File: src/rtl/mtee_pkg.sv
// ----------------------------------------------------------------------------
// mtee_pkg
// Shared types, codes and helpers of the MIDI track event encoder.
// ----------------------------------------------------------------------------
package mtee_pkg;

  typedef enum logic [2:0] {
    CMD_SHORT    = 3'd0,
    CMD_SYSEX    = 3'd1,
    CMD_META     = 3'd2,
    CMD_PAYLOAD  = 3'd3,
    CMD_NEWTRACK = 3'd4
  } cmd_t;

  localparam logic [7:0]  SYSEX_ESC  = 8'hF7;
  localparam logic [7:0]  META_MARK  = 8'hFF;
  localparam logic [27:0] VLQ_MAX    = 28'h0FFFFFFF;
  // (VLQ_MAX + 1) * 1000 us: at or above this the delta saturates
  localparam logic [47:0] SAT_US     = 48'd268435456000;
  // divide by 1000 as a shift by 3 and a multiply by 2^42 / 125 rounded up,
  // exact for every shifted difference below SAT_US
  localparam logic [17:0] RCP_HI     = 18'h20C49;
  localparam logic [17:0] RCP_LO     = 18'h2E979;
  localparam logic [2:0]  DIV_CYC    = 3'd3;

  // one queued event, delta already in milliseconds
  typedef struct packed {
    cmd_t        cmd;
    logic [27:0] ms;
    logic [7:0]  status;
    logic [7:0]  data_first;
    logic [7:0]  data_second;
    logic [15:0] count;
    logic [7:0]  payload_byte;
  } evt_t;

  // variable-length quantity, bytes left aligned
  typedef struct packed {
    logic [31:0] bytes;
    logic [2:0]  len;
  } vlq_t;

  function automatic vlq_t vlq_enc(input logic [27:0] v);
    vlq_t r;
    if (v[27:21] != 7'd0) begin
      r.len   = 3'd4;
      r.bytes = {1'b1, v[27:21], 1'b1, v[20:14], 1'b1, v[13:7], 1'b0, v[6:0]};
    end else if (v[20:14] != 7'd0) begin
      r.len   = 3'd3;
      r.bytes = {1'b1, v[20:14], 1'b1, v[13:7], 1'b0, v[6:0], 8'h00};
    end else if (v[13:7] != 7'd0) begin
      r.len   = 3'd2;
      r.bytes = {1'b1, v[13:7], 1'b0, v[6:0], 16'h0000};
    end else begin
      r.len   = 3'd1;
      r.bytes = {1'b0, v[6:0], 24'h000000};
    end
    return r;
  endfunction

endpackage

File: src/rtl/mtee_front.sv
// ----------------------------------------------------------------------------
// mtee_front
// Accepts requests, drops unknown commands, turns timestamps into
// millisecond deltas and hands events to the queue.
// ----------------------------------------------------------------------------
module mtee_front import mtee_pkg::*; (
  input  logic        clk,
  input  logic        rst_n,
  input  logic        in_valid,
  output logic        in_stall,
  input  logic [2:0]  in_cmd,
  input  logic [47:0] in_time_us,
  input  logic [7:0]  in_status,
  input  logic [7:0]  in_data_first,
  input  logic [7:0]  in_data_second,
  input  logic [15:0] in_count,
  input  logic [7:0]  in_payload_byte,
  output logic        q_push,
  output evt_t        q_data,
  input  logic        q_full
);

  typedef enum logic [3:0] {
    F_EMPTY = 4'b0001,
    F_LOAD  = 4'b0010,
    F_DIV   = 4'b0100,
    F_FULL  = 4'b1000
  } fstate_t;

  fstate_t     st_r, st_nxt;
  logic [2:0]  cyc_r, cyc_nxt;
  logic [47:0] prev_r, prev_nxt;
  logic [47:0] diff_r, diff_nxt;
  logic        bw_r, bw_nxt;
  logic [34:0] dvd_r, dvd_nxt;
  logic [70:0] prod_r, prod_nxt;
  evt_t        ent_r, ent_nxt;
  logic [48:0] sub;
  logic        acc;
  logic [17:0] xs;
  logic [35:0] pp_lo, pp_hi;
  logic [53:0] part;

  assign q_push   = (st_r == F_FULL) && !q_full;
  assign in_stall = (st_r != F_EMPTY) && !q_push;
  assign acc      = in_valid && !in_stall;
  assign sub      = {1'b0, in_time_us} - {1'b0, prev_r};

  // quotient by 125 is (x * reciprocal) >> 42: low half of x, then high half
  assign xs    = (cyc_r == DIV_CYC) ? {1'b0, dvd_r[16:0]} : dvd_r[34:17];
  assign pp_lo = xs * RCP_LO;
  assign pp_hi = xs * RCP_HI;
  assign part  = {pp_hi, 18'd0} + {18'd0, pp_lo};

  always_comb begin
    q_data    = ent_r;
    q_data.ms = dvd_r[27:0];
  end

  always_comb begin
    st_nxt   = st_r;
    cyc_nxt  = cyc_r;
    prev_nxt = prev_r;
    diff_nxt = diff_r;
    bw_nxt   = bw_r;
    dvd_nxt  = dvd_r;
    prod_nxt = prod_r;
    ent_nxt  = ent_r;
    case (st_r)
      F_LOAD: begin
        if (bw_r) begin
          dvd_nxt = '0;
          st_nxt  = F_FULL;
        end else if (diff_r >= SAT_US) begin
          dvd_nxt = {7'd0, VLQ_MAX};
          st_nxt  = F_FULL;
        end else begin
          dvd_nxt = diff_r[37:3];
          cyc_nxt = DIV_CYC;
          st_nxt  = F_DIV;
        end
      end
      F_DIV: begin
        cyc_nxt = cyc_r - 3'd1;
        if (cyc_r == DIV_CYC) begin
          prod_nxt = {17'd0, part};
        end else if (cyc_r == 3'd1) begin
          dvd_nxt = {7'd0, prod_r[69:42]};
          st_nxt  = F_FULL;
        end else begin
          prod_nxt = prod_r + {part, 17'd0};
        end
      end
      F_FULL: begin
        if (q_push) begin
          st_nxt = F_EMPTY;
        end
      end
      default: begin
        st_nxt = st_r;
      end
    endcase
    if (acc) begin
      ent_nxt.cmd          = cmd_t'(in_cmd);
      ent_nxt.ms           = '0;
      ent_nxt.status       = in_status;
      ent_nxt.data_first   = in_data_first;
      ent_nxt.data_second  = in_data_second;
      ent_nxt.count        = in_count;
      ent_nxt.payload_byte = in_payload_byte;
      case (cmd_t'(in_cmd))
        CMD_SHORT, CMD_SYSEX, CMD_META: begin
          prev_nxt = in_time_us;
          diff_nxt = sub[47:0];
          bw_nxt   = sub[48];
          st_nxt   = F_LOAD;
        end
        CMD_PAYLOAD: begin
          st_nxt = F_FULL;
        end
        CMD_NEWTRACK: begin
          prev_nxt = '0;
          st_nxt   = F_FULL;
        end
        default: begin
          // unknown command: nothing queued
          st_nxt = F_EMPTY;
        end
      endcase
    end
  end

  always_ff @(posedge clk) begin
    if (!rst_n) begin
      st_r   <= F_EMPTY;
      prev_r <= '0;
      cyc_r  <= '0;
    end else begin
      st_r   <= st_nxt;
      prev_r <= prev_nxt;
      cyc_r  <= cyc_nxt;
    end
  end

  always_ff @(posedge clk) begin
    diff_r <= diff_nxt;
    bw_r   <= bw_nxt;
    dvd_r  <= dvd_nxt;
    prod_r <= prod_nxt;
    ent_r  <= ent_nxt;
  end

endmodule

File: src/rtl/mtee_fifo.sv
// ----------------------------------------------------------------------------
// mtee_fifo
// Short event queue between the front and the byte sequencer.
// ----------------------------------------------------------------------------
module mtee_fifo import mtee_pkg::*; #(
  parameter int DEPTH = 4
) (
  input  logic clk,
  input  logic rst_n,
  input  logic push,
  input  evt_t push_data,
  output logic full,
  input  logic pop,
  output logic avail,
  output evt_t pop_data
);

  localparam int AW = (DEPTH > 2) ? $clog2(DEPTH) : 1;
  localparam int CW = $clog2(DEPTH + 1);

  evt_t          ents_r [DEPTH];
  logic [AW-1:0] wr_r, wr_nxt;
  logic [AW-1:0] rd_r, rd_nxt;
  logic [CW-1:0] cnt_r, cnt_nxt;

  assign full     = (cnt_r == CW'(DEPTH));
  assign avail    = (cnt_r != '0);
  assign pop_data = ents_r[rd_r];

  always_comb begin
    wr_nxt  = wr_r;
    rd_nxt  = rd_r;
    cnt_nxt = cnt_r;
    if (push) begin
      wr_nxt = (wr_r == AW'(DEPTH - 1)) ? '0 : wr_r + AW'(1);
    end
    if (pop) begin
      rd_nxt = (rd_r == AW'(DEPTH - 1)) ? '0 : rd_r + AW'(1);
    end
    if (push && !pop) begin
      cnt_nxt = cnt_r + CW'(1);
    end else if (pop && !push) begin
      cnt_nxt = cnt_r - CW'(1);
    end
  end

  always_ff @(posedge clk) begin
    if (!rst_n) begin
      wr_r  <= '0;
      rd_r  <= '0;
      cnt_r <= '0;
    end else begin
      wr_r  <= wr_nxt;
      rd_r  <= rd_nxt;
      cnt_r <= cnt_nxt;
    end
  end

  always_ff @(posedge clk) begin
    if (push) begin
      ents_r[wr_r] <= push_data;
    end
  end

endmodule

File: src/rtl/mtee_back.sv
// ----------------------------------------------------------------------------
// mtee_back
// Expands one queued event into track bytes, keeps the track byte count
// and drives the output register.
// ----------------------------------------------------------------------------
module mtee_back import mtee_pkg::*; (
  input  logic        clk,
  input  logic        rst_n,
  input  logic        q_avail,
  input  evt_t        q_data,
  output logic        q_pop,
  output logic        out_valid,
  input  logic        out_stall,
  output logic [7:0]  out_byte,
  output logic        out_last,
  output logic [31:0] out_track_bytes
);

  logic [71:0] buf_r, buf_nxt;
  logic [3:0]  cnt_r, cnt_nxt;
  logic [31:0] tl_r, tl_nxt;
  logic        ov_r, ov_nxt;
  logic [7:0]  ob_r, ob_nxt;
  logic        ol_r, ol_nxt;
  logic [31:0] otb_r, otb_nxt;
  logic        issue;
  vlq_t        vd, vc;
  logic [31:0] a_bytes;
  logic [2:0]  la;
  logic [39:0] rest;
  logic [2:0]  lb;

  assign q_pop = q_avail && (cnt_r == 4'd0);
  assign issue = (cnt_r != 4'd0) && (!ov_r || !out_stall);

  assign out_valid       = ov_r;
  assign out_byte        = ob_r;
  assign out_last        = ol_r;
  assign out_track_bytes = otb_r;

  // byte image of the event at the head of the queue
  always_comb begin
    // first event of a track gets a zero delta
    vd      = vlq_enc((tl_r == 32'd0) ? 28'd0 : q_data.ms);
    vc      = vlq_enc({12'd0, q_data.count});
    a_bytes = vd.bytes;
    la      = vd.len;
    rest    = '0;
    lb      = 3'd0;
    case (q_data.cmd)
      CMD_SHORT: begin
        rest = {q_data.status, q_data.data_first, q_data.data_second, 16'h0000};
        if (q_data.count == 16'd0) begin
          lb = 3'd1;
        end else if (q_data.count == 16'd1) begin
          lb = 3'd2;
        end else begin
          lb = 3'd3;
        end
      end
      CMD_SYSEX: begin
        rest = {SYSEX_ESC, vc.bytes};
        lb   = 3'd1 + vc.len;
      end
      CMD_META: begin
        rest = {META_MARK, q_data.data_first, vc.bytes[31:8]};
        lb   = 3'd2 + vc.len;
      end
      CMD_PAYLOAD: begin
        a_bytes = '0;
        la      = 3'd0;
        rest    = {q_data.payload_byte, 32'h00000000};
        lb      = 3'd1;
      end
      default: begin
        a_bytes = '0;
        la      = 3'd0;
      end
    endcase
  end

  always_comb begin
    buf_nxt = buf_r;
    cnt_nxt = cnt_r;
    tl_nxt  = tl_r;
    ov_nxt  = ov_r;
    ob_nxt  = ob_r;
    ol_nxt  = ol_r;
    otb_nxt = otb_r;
    if (q_pop) begin
      buf_nxt = {a_bytes, 40'h0} | ({rest, 32'h0} >> {la, 3'b000});
      cnt_nxt = {1'b0, la} + {1'b0, lb};
      if (q_data.cmd == CMD_NEWTRACK) begin
        tl_nxt = '0;
      end
    end
    if (issue) begin
      ov_nxt  = 1'b1;
      ob_nxt  = buf_r[71:64];
      ol_nxt  = (cnt_r == 4'd1);
      otb_nxt = tl_r + 32'd1;
      tl_nxt  = tl_r + 32'd1;
      buf_nxt = {buf_r[63:0], 8'h00};
      cnt_nxt = cnt_r - 4'd1;
    end else if (ov_r && !out_stall) begin
      ov_nxt = 1'b0;
    end
  end

  always_ff @(posedge clk) begin
    if (!rst_n) begin
      cnt_r <= '0;
      tl_r  <= '0;
      ov_r  <= 1'b0;
    end else begin
      cnt_r <= cnt_nxt;
      tl_r  <= tl_nxt;
      ov_r  <= ov_nxt;
    end
  end

  always_ff @(posedge clk) begin
    buf_r <= buf_nxt;
    ob_r  <= ob_nxt;
    ol_r  <= ol_nxt;
    otb_r <= otb_nxt;
  end

endmodule

File: src/rtl/midi_track_event_encoder.sv
// ----------------------------------------------------------------------------
// midi_track_event_encoder
// Encodes timestamped MIDI events as Standard MIDI File track bytes.
// ----------------------------------------------------------------------------
//  channel | handshake               | payload
//  in      | in_valid / in_stall     | cmd, time_us, status, data bytes, count,
//          |                         | payload_byte
//  out     | out_valid / out_stall   | out_byte, out_last, out_track_bytes
//
// front: a timed event is subtracted when taken, range checked, then multiplied by
// the reciprocal of 125 in two halves; the multiply is skipped when the time goes
// backward or the delta saturates; other requests go straight to the queue.
// back: one track byte per cycle while the output is not stalled; the next request
// is fetched only once every byte of the last one has left; the slower side sets the rate.
// reset is synchronous and clears the control state, previous time and
// track length; out_stall holds the output register and the queue lets the
// front keep taking requests until it fills.
// ----------------------------------------------------------------------------
module midi_track_event_encoder import mtee_pkg::*; #(
  parameter int QUEUE_DEPTH = 4
) (
  input  logic        clk,
  input  logic        rst_n,
  input  logic        in_valid,
  output logic        in_stall,
  input  logic [2:0]  in_cmd,
  input  logic [47:0] in_time_us,
  input  logic [7:0]  in_status,
  input  logic [7:0]  in_data_first,
  input  logic [7:0]  in_data_second,
  input  logic [15:0] in_count,
  input  logic [7:0]  in_payload_byte,
  output logic        out_valid,
  input  logic        out_stall,
  output logic [7:0]  out_byte,
  output logic        out_last,
  output logic [31:0] out_track_bytes
);

  logic q_push, q_full, q_pop, q_avail;
  evt_t q_in, q_out;

  mtee_front u_front (
    .clk             (clk),
    .rst_n           (rst_n),
    .in_valid        (in_valid),
    .in_stall        (in_stall),
    .in_cmd          (in_cmd),
    .in_time_us      (in_time_us),
    .in_status       (in_status),
    .in_data_first   (in_data_first),
    .in_data_second  (in_data_second),
    .in_count        (in_count),
    .in_payload_byte (in_payload_byte),
    .q_push          (q_push),
    .q_data          (q_in),
    .q_full          (q_full)
  );

  mtee_fifo #(
    .DEPTH (QUEUE_DEPTH)
  ) u_fifo (
    .clk       (clk),
    .rst_n     (rst_n),
    .push      (q_push),
    .push_data (q_in),
    .full      (q_full),
    .pop       (q_pop),
    .avail     (q_avail),
    .pop_data  (q_out)
  );

  mtee_back u_back (
    .clk             (clk),
    .rst_n           (rst_n),
    .q_avail         (q_avail),
    .q_data          (q_out),
    .q_pop           (q_pop),
    .out_valid       (out_valid),
    .out_stall       (out_stall),
    .out_byte        (out_byte),
    .out_last        (out_last),
    .out_track_bytes (out_track_bytes)
  );

endmodule

File: config.mk
export PLATFORM = sky130hd
export DESIGN_NAME = midi_track_event_encoder
export DESIGN_NICKNAME = d
export VERILOG_FILES = /design/src/rtl/mtee_pkg.sv /design/src/rtl/mtee_front.sv /design/src/rtl/mtee_fifo.sv /design/src/rtl/mtee_back.sv /design/src/rtl/midi_track_event_encoder.sv
export SDC_FILE = /design/constraint.sdc
export NUM_CORES = 2
export LEC_CHECK = 0
export BUFFER_PORTS_ARGS = -buffer_cell sky130_fd_sc_hd__buf_2
export CAP_MARGIN = 20
export CORE_AREA = 3 3 317 382
export CTS_BUF_LIST = sky130_fd_sc_hd__clkbuf_4 sky130_fd_sc_hd__clkbuf_8
export CTS_CLUSTER_DIAMETER = 120
export CTS_CLUSTER_SIZE = 40
export DETAILED_ROUTE_END_ITERATION = 8
export DIE_AREA = 0 0 320 385
export PLACE_DENSITY = 0.64
export SETUP_SLACK_MARGIN = 0.5
export SYNTH_ARGS = -nofsm -noshare
export SYNTH_HDL_FRONTEND = slang
export SYNTH_SLANG_ARGS = --single-unit
File: constraint.sdc
create_clock -name clk -period 17 [get_ports clk]
set_input_delay 1.7 -clock clk [delete_from_list [all_inputs] [get_ports clk]]
set_output_delay 1.7 -clock clk [all_outputs]
set_load 0.01 [all_outputs]
# After elaboration in Yosys (flattened, before gate mapping)
# Memories as Yosys holds them, arrays and structs flattened. A register that Yosys moved wholly into a read port is not among the register bits.
# Index checks and enable logic that the tools add are counted.
# word_totals
n_memories,1
ram_bits,316
word_cells,164
reg_bits,418
# op_classes
magnitude_cmp,1
eq_ne,27
mux,49
mul,2
shift,1
n_addsub,13
bitwise_logic,1
reduce_logical,44
# mem_list
name,depth,width,rd,rd_ports_with_merged_regs,write_ports,line_no,text
u_fifo.ents_r,4,79,1,1,1,mtee_fifo.sv:21,evt_t ents_r [DEPTH];
# op_table
operator,count
$mux W35,9
$pmux W40 S4,1
$mux W72,2
$mux W32,4
$pmux W48 S2,1
$mul A18 B18 Y36 const B,2
$or A72 B72 Y72,1
$shr A72 B6 Y72,1
$add A71 B71 Y71,1
$mux W71,1
$pmux W35 S2,1
$add A54 B36 Y54,1
$mux W54,1
$sub A48 B48 Y49,1
$ge A48 B38 Y1 const B,1
$add A32 B1 Y32 const B,1
$logic_not A32 Y1,1
$mux W4,8
$mux W28,1
$reduce_bool A7 Y1,4
$mux W18,1
$mux W3,6
$eq A16 B1 Y1 const B,1
$logic_not A16 Y1,1
39 further kinds,86

# Longest topological paths before layout
# logic_depth
word_depth,11
ltp_mapped,46
depth_no_buf,42

# Modules after synthesis
# Synthesis repeated with hierarchy kept, for this count alone.
# unflattened
hier_cells,4113
hier_area_um2,46956.3
# by_module_without_submodules
mod,cells_per_inst,seq_area_each_um2,n_inst,area_each_um2
mtee_front,2689,6656.4,1,26095.0
mtee_fifo,457,9669.3,1,11843.9
mtee_back,967,4053.9,1,9017.4

# Worst setup path before layout
# No wires, ideal clock.
# synth_timing
path_type,reg2reg
startpoint,reg u_front.cyc_r[0]
endpoint,reg u_front.prod_r[69] (data pin)
path_slack_ns,7.083
setup_time_ns,0.266
period_less_slack_ns,9.917
n_path_buf,3
path_stages_with_launch,44
arrival_ns,9.651
t_required_ns,16.734
path_cell_list,dfxtp_1 ha_1 nor2b_1 buf_2 buf_1 mux2i_1 inv_1 ha_1 inv_1 fa_1 inv_1 ha_1 fa_1 inv_1 fa_1 inv_1 ha_1 nand4_1 (+8 left out) nand2_1 o21ai_0 a21oi_1 a21boi_0 nor3_1 nand3_1 xor2_1 ha_1 clkbuf_1 a21o_1 a21oi_1 o2111a_1 o211ai_1 and3_1 o21ai_0 o2bb2ai_1 xor2_1 nor2_1
# synth_via
elab_chain_cells,6
elab_cells_between_ends,7
# synth_lines
item,line_no,text
start: declaration,mtee_front.sv:31,"logic [2:0] cyc_r, cyc_nxt;"
start signal: assignment,mtee_front.sv:141,cyc_r <= cyc_nxt;
$eq A3 B2 Y1 *,"mtee_front.sv:50, mtee_front.sv:85",
$mux W18,mtee_front.sv:50,"assign xs = (cyc_r == DIV_CYC) ? {1'b0, dvd_r[16:0]} : dvd_r[34:17];"
$mul A18 B18 Y36 (on tied branches),"mtee_front.sv:51, mtee_front.sv:52",
$add A54 B36 Y54,mtee_front.sv:53,"assign part = {pp_hi, 18'd0} + {18'd0, pp_lo};"
$add A71 B71 Y71,mtee_front.sv:91,"prod_nxt = prod_r + {part, 17'd0};"
$mux W71,mtee_front.sv:87,end else if (cyc_r == 3'd1) begin
end signal: assignment,mtee_front.sv:149,prod_r <= prod_nxt;
end: declaration,mtee_front.sv:36,"logic [70:0] prod_r, prod_nxt;"
# Every way passes the cells marked *; elsewhere a longest branch is shown, timed or not. The select of a mux whose other input is x is not followed.
# A chain may end at the register's enable or synchronous reset.

# Worst setup path in the final report
# Same ends and word-level chain as after synthesis.

==> impl_metrics.env <==
export IMPL_cts_buffers=25
export IMPL_grt_antenna_before_repair=5
export IMPL_cts_tree="done"
export IMPL_cts_resized=0
export IMPL_tns_ps=0
export IMPL_period_needed_ps=11610
export IMPL_place_gp_congestion=0.952
export IMPL_io_pins=146
export IMPL_cts_num_sinks=715
export IMPL_grt_first_pass_wirelength_um=186000
export IMPL_min_delay_start="u_back.buf_r[69]"
export IMPL_r2r_start="u_front.cyc_r[0]"
export IMPL_async_flop_share_pct=0
export IMPL_ys_ff_latch=715
export IMPL_die_h_um=385
export IMPL_wl_um=121000
export IMPL_tightest_slew_ps=1030
export IMPL_clkLatencyLatePin_ps=760
export IMPL_synth_top_cell_by_area="edfxtp_1"
export IMPL_post_cts_buffers=0
export IMPL_vias_per_cell=5.51
export IMPL_period_share_pct=68.3
export IMPL_vias=31350
export IMPL_nets=4828
export IMPL_wl_per_cell_um=21.3
export IMPL_firstDrtPassIters=6
export IMPL_syn_nets=4767
export IMPL_htree_levels=1
export IMPL_outcome="finished, final reports clean"
export IMPL_num_rows=138
export IMPL_fill_cells=11214
export IMPL_synth_top_area_share_pct=39.7
export IMPL_die_x_um=320
export IMPL_ys_seq_area_share_pct=44.5
export IMPL_crit_top_cell="ha_1"
export IMPL_drc=0
export IMPL_overflow=0
export IMPL_worstHoldPathCells=0
export IMPL_grt_pass1_vias=30956
export IMPL_final_setup_viol_count=0
export IMPL_clockBufferDepth=3
export IMPL_synthCells=4071
export IMPL_hold_end="u_back.out_byte[5]"
export IMPL_rrSetupSlack_ps=5390
export IMPL_cts_root_buffer_cell="clkbuf_8"
export IMPL_synth_area_top_cells="edfxtp_1 (40%), ha_1 (11%), fa_1 (8.3%)"
export IMPL_p_leak_nw=19.5
export IMPL_postSynthAreaPerCell_um2=11.3
export IMPL_synth_edf_count=606
export IMPL_ys_top_cells_by_count="edfxtp_1 (606), inv_1 (404), ha_1 (402)"
export IMPL_hold_buffers=0
export IMPL_place_ws_ps=5490
export IMPL_max_stage_delay_ps=810
export IMPL_synthFlopType="edfxtp_1"
export IMPL_seqCellArea_um2=20400
export IMPL_critPathRequiredTime_ps=17530
export IMPL_synthMostInstantiatedCell="edfxtp_1"
export IMPL_dp_hpwl_um=91900
export IMPL_clock_skew_ps=144
export IMPL_relSlewSlack_pct=30.4
export IMPL_max_cap_viol_count=0
export IMPL_cp_max_fo=51
export IMPL_slew_viol_final=0
export IMPL_drtIter0Drc=2725
export IMPL_syn_area_um2=45800
export IMPL_synth_cell_types=91
export IMPL_hold_viol_final=0
export IMPL_path_class="reg -> reg"
export IMPL_cp_data_arrival_time_ps=12150
export IMPL_initial_core_util_pct=38.9
export IMPL_cts_clk_slew_worst_paths_ps=230
export IMPL_track_usage_pct=19.3
export IMPL_setup_slack_ps=5390
export IMPL_coreArea_um2=118000
export IMPL_layout_drive_gt1_share_pct=9.02
export IMPL_critPathCaptureType="register"
export IMPL_peakVddDrop_v=0.0000754
export IMPL_worstHoldPathType="reg -> reg"
export IMPL_yosysWarnings=0
export IMPL_rsz0062_at_grt="false"
export IMPL_io_buffers=145
export IMPL_fmax_mhz=86.1
export IMPL_start_kind="register"
export IMPL_worst_path_max_delay_cell="mux2i_1"
export IMPL_multi_input_area_um2=23300
export IMPL_dieArea_um2=123000
export IMPL_grt_max_degree=102
export IMPL_rr_endpoint="u_front.prod_r[69]"
export IMPL_p_per_area_nw_per_um2=112
export IMPL_syn_to_final_growth_pct=6.52
export IMPL_ant_nets=0
export IMPL_r2r_cells=43
==> per-stage QoR <==
step           power, mW  std cells  hold WS [ps]  utilization [%]  cell area (um2)
6_report            5.48       5689           451             41.5            48800
5_1_grt             5.82       5689           463             41.5            48800
4_1_cts             5.48       5686           452             41.4            48800
3_5_place_dp        4.75       5643           406             40.9            48200
3_3_place_gp        4.75       5642           404             40.9            48200
2_1_floorplan       4.08       4071           400                -            45800
==> cells by family (layout without fill, tap and decap cells) <==
group	after synthesis	in the layout	synth area share, %
other	0	1	0
buffers and inverters	562	639	4.87
AOI/OAI and AO/OA	932	932	13.2
xor gates and xnor gates	206	206	3.97
muxes	120	120	4.83
DFF	715	715	44.5
adders and majority gates	596	596	19.4
and+or+nand+nor	940	940	9.28
==> sequential cells by signal (all words and copies together) (netlist names), 2 cells and up, named ones only <==
name                    count
u_back.cnt_r                4
u_front.dvd_r              35
u_fifo.ents_r             316
u_fifo.wr_r                 2
u_front.st_r                4
u_front.cyc_r               3
u_front.q_data             51
u_back.out_track_bytes     32
u_back.buf_r               72
u_front.prev_r             48
u_fifo.rd_r                 2
u_back.tl_r                32
u_fifo.cnt_r                3
u_front.prod_r             53
u_back.out_byte             8
u_front.diff_r             45
==> layout by cell type (no fill, tap or decap), types with 77 or more instances in the layout <==
cell	count
xnor2_1	125
a21oi_1	280
fa_1	191
edfxtp_1	606
ha_1	402
o21ai_0	160
buf_2	145
inv_1	402
dfxtp_1	107
nand2_1	284
mux4_2	79
nor2_1	355
xor2_1	80
a22oi_1	77
a21o_1	120
==> critical path, delay by kind of cell, from the launching register on <==
kind                     cells  cell delay, ps
AO/OA/AOI/OAI               13            2190
XOR/XNOR                     3             710
adder cells (fa/ha/maj)     11            4270
buffers and inverters        6            1170
flip-flops                   1             450
multiplexers                 1             810
AND/OR/NAND/NOR              9            1800
==> worst max path at each step <==
stage,start,to
after floorplan,u_front.cyc_r[0],u_front.prod_r[69]
after global placement,u_front.cyc_r[0],u_front.prod_r[69]
after detailed placement,u_front.cyc_r[0],u_front.prod_r[69]
after CTS,u_front.cyc_r[0],u_front.prod_r[69]
after global routing,u_front.cyc_r[0],u_front.prod_r[69]
final,u_front.cyc_r[0],u_front.prod_r[69]
==> power by group <==
| group | total (mW) | leakage [nW] | switching [mW] | internal, mW |
|---|---|---|---|---|
| combinational | 2.48 | 12.7 | 1.57 | 0.909 |
| sequential | 2.28 | 6.51 | 0.0766 | 2.21 |
| clock | 0.722 | 0.296 | 0.534 | 0.188 |
==> metal layers <==
metal  part of all wire (%)  global-route usage (%)
met1                     42                    25.4
met4                    3.9                    6.52
met2                     50                    33.9
met5                      0                       0
met3                    4.4                    1.40
==> final cells by class <==
class	count	area share, %
Sequential cell	715	41.8
Inverter	410	3.17
Clock inverter	12	0.441
Tap cell	1540	3.95
Antenna cell	1	0.00513
Timing Repair Buffer	186	2.17
Multi-Input combinational cell	2794	47.7
Clock buffer	31	0.797
Power figures use the tool's default switching activity.
